===== src/design/pvm_pkg.sv =====
// Shared types and constants for the PCM voice mixer.
`timescale 1ns / 1ps
package pvm_pkg;

	localparam int POS_W             = 24;
	localparam int WORD_W            = 64;
	localparam int SRC_W             = 4;
	localparam int SAMPLES_PER_FRAME = 8;
	localparam int LANES             = WORD_W / 8;

	localparam logic KIND_FETCH = 1'b0;
	localparam logic KIND_MIX   = 1'b1;

	localparam logic [SRC_W-1:0] SRC_MUSIC = '0;

	typedef enum logic [1:0] {
		FN_START  = 2'd0,
		FN_PLAN   = 2'd1,
		FN_ADD    = 2'd2,
		FN_FINISH = 2'd3
	} pvm_func_t;

	typedef enum logic [1:0] {
		ST_IDLE,
		ST_MUSIC,
		ST_WALK,
		ST_FIN
	} pvm_state_t;

	// Controller to datapath.
	typedef struct packed {
		logic take;    // input transfer this cycle
		logic music;   // issue the music request
		logic step;    // process the current voice slot
		logic finish;  // issue the mixed frame
	} pvm_cmd_t;

	// Datapath to controller.
	typedef struct packed {
		logic out_free;    // output register can load this cycle
		logic voice_emit;  // current slot produces a request
		logic walk_last;   // current slot is the final one
	} pvm_status_t;

endpackage


===== src/design/pvm_ctrl.sv =====
// Controller state machine for the PCM voice mixer.
`timescale 1ns / 1ps
module pvm_ctrl (
	input  logic               clk,
	input  logic               arst_n,
	input  logic               in_valid,
	input  logic [1:0]         func,
	output logic               in_ready,
	input  pvm_pkg::pvm_status_t st,
	output pvm_pkg::pvm_cmd_t    cmd
);
	import pvm_pkg::*;

	pvm_state_t state_q;
	pvm_state_t state_d;
	logic       take;

	assign take = in_valid && in_ready;

	always_ff @(posedge clk or negedge arst_n) begin
		if (!arst_n) begin
			state_q <= ST_IDLE;
		end else begin
			state_q <= state_d;
		end
	end

	always_comb begin
		state_d = state_q;
		case (state_q)
			ST_IDLE: begin
				if (take && func == FN_PLAN) begin
					state_d = ST_MUSIC;
				end else if (take && func == FN_FINISH) begin
					state_d = ST_FIN;
				end
			end
			ST_MUSIC: begin
				if (st.out_free) begin
					state_d = ST_WALK;
				end
			end
			ST_WALK: begin
				if ((!st.voice_emit || st.out_free) && st.walk_last) begin
					state_d = ST_IDLE;
				end
			end
			ST_FIN: begin
				if (st.out_free) begin
					state_d = ST_IDLE;
				end
			end
			default: state_d = ST_IDLE;
		endcase
	end

	always_comb begin
		in_ready   = 1'b0;
		cmd        = '0;
		case (state_q)
			ST_IDLE: begin
				in_ready = 1'b1;
				cmd.take = take;
			end
			ST_MUSIC: cmd.music  = st.out_free;
			// A slot that makes no request never waits on the output.
			ST_WALK:  cmd.step   = !st.voice_emit || st.out_free;
			ST_FIN:   cmd.finish = st.out_free;
			default: begin
				in_ready = 1'b0;
			end
		endcase
	end

endmodule


===== src/design/pvm_datapath.sv =====
// Voice table, music position, accumulator and output register of the mixer.
`timescale 1ns / 1ps
module pvm_datapath #(
	parameter int VOICES = 8
) (
	input  logic                        clk,
	input  logic                        arst_n,
	input  logic                        cfg_we,
	input  logic [pvm_pkg::POS_W-1:0]   cfg_data,
	input  logic [1:0]                  func,
	input  logic [2:0]                  voice_slot,
	input  logic [pvm_pkg::POS_W-1:0]   voice_length,
	input  logic [pvm_pkg::WORD_W-1:0]  sample_word,
	input  pvm_pkg::pvm_cmd_t           cmd,
	output pvm_pkg::pvm_status_t        st,
	output logic                        out_valid,
	input  logic                        out_ready,
	output logic                        kind,
	output logic [pvm_pkg::SRC_W-1:0]   source,
	output logic [pvm_pkg::POS_W-1:0]   fetch_offset,
	output logic [pvm_pkg::WORD_W-1:0]  mixed_word,
	output logic                        last
);
	import pvm_pkg::*;

	localparam int VIDX_W = (VOICES > 1) ? $clog2(VOICES) : 1;

	logic [POS_W-1:0]  music_len_q;
	logic [POS_W-1:0]  music_pos_q;
	logic [WORD_W-1:0] acc_q;
	logic [VOICES-1:0] active_q;
	logic [POS_W-1:0]  pos_q [VOICES];
	logic [POS_W-1:0]  end_q [VOICES];
	logic [VIDX_W-1:0] idx_q;

	logic              out_valid_q;
	logic              kind_q;
	logic [SRC_W-1:0]  source_q;
	logic [POS_W-1:0]  offset_q;
	logic [WORD_W-1:0] mixed_q;
	logic              last_q;

	logic [POS_W:0]    nxt [VOICES];
	logic [VOICES-1:0] emit_mask;
	logic [VOICES-1:0] above_mask;
	logic [POS_W-1:0]  music_off;
	logic [WORD_W-1:0] acc_sum;
	logic              slot_ok;
	logic              load_voice;

	// A voice stays only if its advanced position, at full width, is below its end.
	always_comb begin
		for (int j = 0; j < VOICES; j++) begin
			nxt[j]        = {1'b0, pos_q[j]} + (POS_W+1)'(SAMPLES_PER_FRAME);
			emit_mask[j]  = active_q[j] && (nxt[j] < {1'b0, end_q[j]});
			above_mask[j] = VIDX_W'(j) > idx_q;
		end
	end

	always_comb begin
		for (int b = 0; b < LANES; b++) begin
			acc_sum[b*8 +: 8] = acc_q[b*8 +: 8] + sample_word[b*8 +: 8];
		end
	end

	assign music_off  = (music_pos_q > music_len_q) ? '0 : music_pos_q;
	assign slot_ok    = {1'b0, voice_slot} < 4'(VOICES);
	assign load_voice = cmd.step && emit_mask[idx_q];

	assign st.out_free   = !out_valid_q || out_ready;
	assign st.voice_emit = emit_mask[idx_q];
	assign st.walk_last  = idx_q == VIDX_W'(VOICES - 1);

	always_ff @(posedge clk or negedge arst_n) begin
		if (!arst_n) begin
			music_len_q <= '0;
			music_pos_q <= '0;
			acc_q       <= '0;
			active_q    <= '0;
			idx_q       <= '0;
			out_valid_q <= 1'b0;
		end else begin
			if (cfg_we) begin
				music_len_q <= cfg_data;
			end
			if (cmd.take && func == FN_START && slot_ok) begin
				active_q[voice_slot[VIDX_W-1:0]] <= 1'b1;
			end
			if (cmd.take && func == FN_ADD) begin
				acc_q <= acc_sum;
			end else if ((cmd.take && func == FN_PLAN) || cmd.finish) begin
				acc_q <= '0;
			end
			if (cmd.music) begin
				music_pos_q <= music_off + POS_W'(2);
				idx_q       <= '0;
			end
			if (cmd.step) begin
				if (!emit_mask[idx_q]) begin
					active_q[idx_q] <= 1'b0;
				end
				if (!st.walk_last) begin
					idx_q <= idx_q + VIDX_W'(1);
				end
			end
			if (cmd.music || cmd.finish || load_voice) begin
				out_valid_q <= 1'b1;
			end else if (out_ready) begin
				out_valid_q <= 1'b0;
			end
		end
	end

	// Voice table; entries are only read while the slot is active.
	always_ff @(posedge clk) begin
		if (cmd.take && func == FN_START && slot_ok) begin
			pos_q[voice_slot[VIDX_W-1:0]] <= '0;
			end_q[voice_slot[VIDX_W-1:0]] <= voice_length;
		end
		if (cmd.step && active_q[idx_q]) begin
			pos_q[idx_q] <= nxt[idx_q][POS_W-1:0];
		end
	end

	always_ff @(posedge clk) begin
		if (cmd.music) begin
			kind_q   <= KIND_FETCH;
			source_q <= SRC_MUSIC;
			offset_q <= music_off;
			mixed_q  <= '0;
			last_q   <= ~|emit_mask;
		end else if (cmd.finish) begin
			kind_q   <= KIND_MIX;
			source_q <= SRC_MUSIC;
			offset_q <= '0;
			mixed_q  <= acc_q;
			last_q   <= 1'b1;
		end else if (load_voice) begin
			kind_q   <= KIND_FETCH;
			source_q <= SRC_W'(idx_q) + SRC_W'(1);
			offset_q <= pos_q[idx_q];
			mixed_q  <= '0;
			last_q   <= ~|(emit_mask & above_mask);
		end
	end

	assign out_valid    = out_valid_q;
	assign kind         = kind_q;
	assign source       = source_q;
	assign fetch_offset = offset_q;
	assign mixed_word   = mixed_q;
	assign last         = last_q;

endmodule


===== src/design/pcm_voice_mixer.sv =====
// PCM voice mixer top level: music and voice fetch planning plus frame mixing.
// Usage:
//   Items arrive on the input channel (in_valid/in_ready) with func selecting
//   start voice, plan frame, add samples or finish frame. Results leave on the
//   output channel (out_valid/out_ready) through one output register.
//   Start and add items produce nothing.
//   A finish item emits the mixed word with last set.
//   A plan item emits the music request once the output register is free, then
//   visits every voice slot in order, one slot per cycle unless a slot that
//   must emit waits on the output; each slot that stays active emits a
//   request, and the final request of the plan carries last.
//   When the receiver stalls, the pending result holds in the output register
//   and the walk waits on the next slot that needs to emit; slots that emit
//   nothing keep moving. Start and add items are taken while a result waits.
//   Reset clears the music length register, the music position, the
//   accumulator and all voice active flags, and empties the output register.
//   The music length register may be written whenever the block is idle.
`timescale 1ns / 1ps
module pcm_voice_mixer #(
	parameter int VOICES = 8
) (
	input  logic                        clk,
	input  logic                        arst_n,
	input  logic                        cfg_we,
	input  logic [pvm_pkg::POS_W-1:0]   cfg_data,
	input  logic                        in_valid,
	output logic                        in_ready,
	input  logic [1:0]                  func,
	input  logic [2:0]                  voice_slot,
	input  logic [pvm_pkg::POS_W-1:0]   voice_length,
	input  logic [pvm_pkg::WORD_W-1:0]  sample_word,
	output logic                        out_valid,
	input  logic                        out_ready,
	output logic                        kind,
	output logic [pvm_pkg::SRC_W-1:0]   source,
	output logic [pvm_pkg::POS_W-1:0]   fetch_offset,
	output logic [pvm_pkg::WORD_W-1:0]  mixed_word,
	output logic                        last
);
	import pvm_pkg::*;

	pvm_cmd_t    cmd;
	pvm_status_t st;

	pvm_ctrl u_ctrl (
		.clk      (clk),
		.arst_n   (arst_n),
		.in_valid (in_valid),
		.func     (func),
		.in_ready (in_ready),
		.st       (st),
		.cmd      (cmd)
	);

	pvm_datapath #(
		.VOICES (VOICES)
	) u_datapath (
		.clk          (clk),
		.arst_n       (arst_n),
		.cfg_we       (cfg_we),
		.cfg_data     (cfg_data),
		.func         (func),
		.voice_slot   (voice_slot),
		.voice_length (voice_length),
		.sample_word  (sample_word),
		.cmd          (cmd),
		.st           (st),
		.out_valid    (out_valid),
		.out_ready    (out_ready),
		.kind         (kind),
		.source       (source),
		.fetch_offset (fetch_offset),
		.mixed_word   (mixed_word),
		.last         (last)
	);

endmodule


===== config.mk =====
export PLATFORM = sky130hd
export DESIGN_NAME = pcm_voice_mixer
export DESIGN_NICKNAME = d
export VERILOG_FILES = /design/src/design/pvm_pkg.sv /design/src/design/pvm_ctrl.sv /design/src/design/pvm_datapath.sv /design/src/design/pcm_voice_mixer.sv
export SDC_FILE = /design/constraint.sdc
export NUM_CORES = 1
export LEC_CHECK = 0
export BUFFER_PORTS_ARGS = -buffer_cell sky130_fd_sc_hd__buf_2
export CORE_ASPECT_RATIO = 1.75
export CORE_MARGIN = 2
export CORE_UTILIZATION = 50
export CTS_CLUSTER_DIAMETER = 60
export DETAILED_ROUTE_END_ITERATION = 7
export PLACE_DENSITY_LB_ADDON = 0.15
export SLEW_MARGIN = 20
export SYNTH_ARGS = -nofsm -noshare
export SYNTH_HDL_FRONTEND = slang
export SYNTH_HIERARCHICAL = 1
export SYNTH_SLANG_ARGS = --single-unit

===== constraint.sdc =====
create_clock -name clk -period 8.5 [get_ports clk]
set_input_delay 2.125 -clock clk [delete_from_list [all_inputs] [get_ports clk]]
set_output_delay 2.125 -clock clk [all_outputs]
set_load 0.005 [all_outputs]

==> metrics.txt <==
Final #Nets=3,812; # IOs=218; Final WS setup=-0.0330 ns; Slew Limit Fails=0; crit share post-route=100%; initial antenna violation count=12; final design area excluding fillers=38,300 um^2; Sequential Area=16,800 um^2; CP Cell Sequence=nand3_1 -> nor4_1 -> nand3_1 -> xnor2_1 -> ha_1 -> nand4_1 -> nor4_1 -> o31ai_1 -> o211ai_1 -> a31oi_1 -> buf_4 -> a2111oi_4 -> nand3_1 -> a211oi_1 -> buf_4 -> clkinv_1 -> a31oi_1 -> buf_4 -> nand2_1 -> o21ai_4 -> buf_4; Layout area overhead=13.3%; Slew @ Worst Pin=1.28 ns; TNS Setup=-0.659 ns; RSZ-0062 raised after global routing=no; Post-Synthesis Cells=3,166; CP peak stage delay=0.87 ns; outcome=finished, violations left; CTS clk-pin slew, worst paths=0.06 ns; Worst Setup Path Type=flop to flop; failing checks=negative setup slack; Final setup viols=37; initial core utilization=50.3%; DRT iter0 DRCs=2,809; PwrDens=259 nW/um^2; static leakage=16.3 nW; multi-input combinational cell area=15,800 um^2; crit path launch type=flop; final hold slack=0.488 ns; prevailing post-synth register cell=edfxtp_1; core area=67,200 um^2; Die X=201 um; gpl congestion=1.10; average size of a mapped cell=10.7 um^2; number of flops mapped to enable cells by yosys=409; CTS Buf Count=59; post-DR vias/cell=6.46; vias in the first global route=27,763; Port Buffers=217; fraction of layout cells with a size suffix above 1=14.0%; detailed-route DRC error count=0; min-delay worst type=flop to flop; syn_nets=3,581; Slew HR=14.8%; Clk Latency, worst-skew pair=0.72 ns; clk sinks=604; hpwl dp=109 mm; post-route core utilization=57.0%; top cells by area, synth=edfxtp_1 (36%), ha_1 (11%), dfrtp_1 (9.3%); worst path arrival time=8.93 ns; clk buf depth=3; fill cell count=5,811; ys async rst share=20.9%; antenna-violating nets left=0; Yosys warning total=6; Post-CTS Setup Inserts=0; area leader, netlist=edfxtp_1; synthesized area=33,800 um^2; Placed Area=36,100 um^2; GR Overflow Total=0; CTS tree=built; Worst Path Required=8.90 ns; crit end category=flop; final wirelength=145 mm; Tmin final=8.53 ns; Root Buffer=clkbuf_16; peak supply drop=192 uV; detailed-route via count=28,100; flop and latch count out of synthesis=604; CP max-delay cell=nor4_1; top cell type's share of synthesized area=36.3%; f_max=117 MHz; GRT Util Overall=41.9%; worst-path fanout max=19; Initial DRT Pass Iterations=6; CP dominant cell by count=buf_4; die area=69,800 um^2; first-pass GRT wire length=204 mm; Rows=126; final hold viol count=0; CTS hold repair buffers=0; H-tree depth=2; Seq/Total Area, Yosys=49.8%; largest net degree at the start of global routing=69; post-synthesis cell type count=84; average routed wire per standard cell=33.2 um; Die Height=348 um; max_cap viols=0; Place WS=0.514 ns; Fin Clk Skew=0.0456 ns
## per-layer routing
| layer | vias to the layer above | global-route usage (%) | routed length (um) |
|---|---|---|---|
| met1 | 13488 | 39.7 | 43700 |
| met2 | 1834 | 68.5 | 67300 |
| met3 | 705 | 12.5 | 12400 |
| met4 | 8 | 47.1 | 21200 |
| li1 | 12065 | - | - |
| met5 | - | 0.770 | 53 |
## path summary, 6_finish.rpt
path / startpoint / to / slack (ns) / cells past startpoint
setup / recovery: u_datapath/pos_q[6][4]$_SDFFCE_PN0P_ / u_datapath/pos_q[7][5]$_SDFFCE_PN0P_ / -0.03 / 21
hold / removal: u_datapath/mixed_word[35]$_SDFFE_PP0P_ / u_datapath/mixed_word[35]$_SDFFE_PP0P_ / 0.49 / 1
setup reg to reg: u_datapath/pos_q[6][4]$_SDFFCE_PN0P_ / u_datapath/pos_q[7][5]$_SDFFCE_PN0P_ / -0.03 / 21
hold reg to reg: u_datapath/mixed_word[35]$_SDFFE_PP0P_ / u_datapath/mixed_word[35]$_SDFFE_PP0P_ / 0.49 / 1
max in group asynchronous: arst_n / u_datapath/music_len_q[0]$_DFFE_PN0P_ / 5.73 / 2
min in group asynchronous: arst_n / u_datapath/acc_q[28]$_DFFE_PN0P_ / 1.45 / 1
## layout make-up
class	count	area share (%)
Timing Repair Buffer	288	4.29
Multi-Input combinational cell	2165	41.2
Clock inverter	33	0.686
Inverter	279	2.73
Clock buffer	75	4.18
Antenna cell	7	0.0457
Sequential cell	604	43.9
Tap cell	896	2.93
## critical path, delay by kind of cell (launching register included)
family | cells | cell delay, ns
fa+ha+maj | 1 | 0.29
flops | 1 | 0.68
xor+xnor | 1 | 0.84
simple gates | 7 | 2.90
buf+inv | 5 | 1.28
compound gates | 7 | 2.21
## cells in the final DEF, fill, tap and decap left out, types with 23 or more instances in the layout
| cell | n |
|---|---|
| a32o_1 | 66 |
| nand3_1 | 125 |
| a21o_1 | 54 |
| dfxtp_1 | 69 |
| dfrtp_1 | 124 |
| inv_1 | 277 |
| a211oi_1 | 26 |
| o211ai_1 | 23 |
| xnor2_1 | 120 |
| nor3_1 | 36 |
| buf_2 | 216 |
| a22oi_1 | 59 |
| clkbuf_16 | 60 |
| nand4_1 | 70 |
| a21oi_1 | 101 |
| nand2_1 | 236 |
| mux2i_1 | 32 |
| o21ai_0 | 148 |
| xor2_1 | 68 |
| ha_1 | 285 |
| buf_4 | 66 |
| and3_1 | 36 |
| edfxtp_1 | 409 |
| nor2_1 | 309 |
| a22o_1 | 41 |
## registers in the layout, summed over array words and instances, names as in the netlist, 3 cells and up
| register | cells |
|---|---|
| u_datapath/pos_q | 192 |
| u_datapath/active_q | 8 |
| u_datapath/music_len_q | 24 |
| u_datapath/music_pos_q | 24 |
| u_datapath/source | 4 |
| u_datapath/acc_q | 64 |
| u_datapath/idx_q | 3 |
| u_datapath/fetch_offset | 24 |
| u_datapath/mixed_word | 64 |
| u_datapath/end_q | 192 |
## synthesized netlist by cell type (10+ instances only)
library cell / count
a211oi_1: 27
a21o_1: 54
a21oi_1: 102
a221oi_1: 22
a22o_1: 41
a22oi_1: 59
a32o_1: 66
and2_1: 12
and3_1: 36
and4_1: 21
buf_1: 15
clkbuf_1: 90
dfrtp_1: 126
dfxtp_1: 69
edfxtp_1: 409
ha_1: 285
inv_1: 277
mux2_2: 16
mux2i_1: 32
mux4_2: 14
nand2_1: 236
nand2b_1: 17
nand3_1: 125
nand4_1: 70
nor2_1: 322
nor2b_1: 11
nor3_1: 41
nor4_1: 22
o211ai_1: 23
o21a_1: 10
o21ai_0: 154
o22ai_1: 10
or3_1: 21
xnor2_1: 132
xor2_1: 78
## per-stage QoR
| stage | power, W | cells |
|---|---|---|
| 2_1_floorplan | 0.00573 | 3166 |
| 3_3_place_gp | 0.00716 | 4227 |
| 3_5_place_dp | 0.00723 | 4227 |
| 4_1_cts | 0.00981 | 4335 |
| 5_1_grt | 0.0102 | 4341 |
| 6_report | 0.00991 | 4347 |
## where the power goes
group | internal, W | total (W) | switching (W)
Clock | 0.00137 | 0.00259 | 0.00122
Combinational | 0.00115 | 0.00346 | 0.00231
Sequential | 0.00354 | 0.00386 | 0.000322
Total | 0.00606 | 0.00991 | 0.00385
## cell families (layout without fill, tap and decap cells)
kind of cell,after synthesis,in the layout,share of synthesized area [%]
xor+xnor,210,210,5.44
fa+ha+maj,293,293,11.0
buf+inv,397,675,4.55
flops,604,604,49.8
simple gates,954,954,13.2
mux,62,62,2.41
other cells,0,7,0
compound gates,646,646,13.6
## what timing repair did
item,CTS,global route
gates resized for setup,0,1
hold endpoints to repair,0,0
endpoints found under the setup margin,0,24
Note: power is estimated with default switching activity, not from simulation.
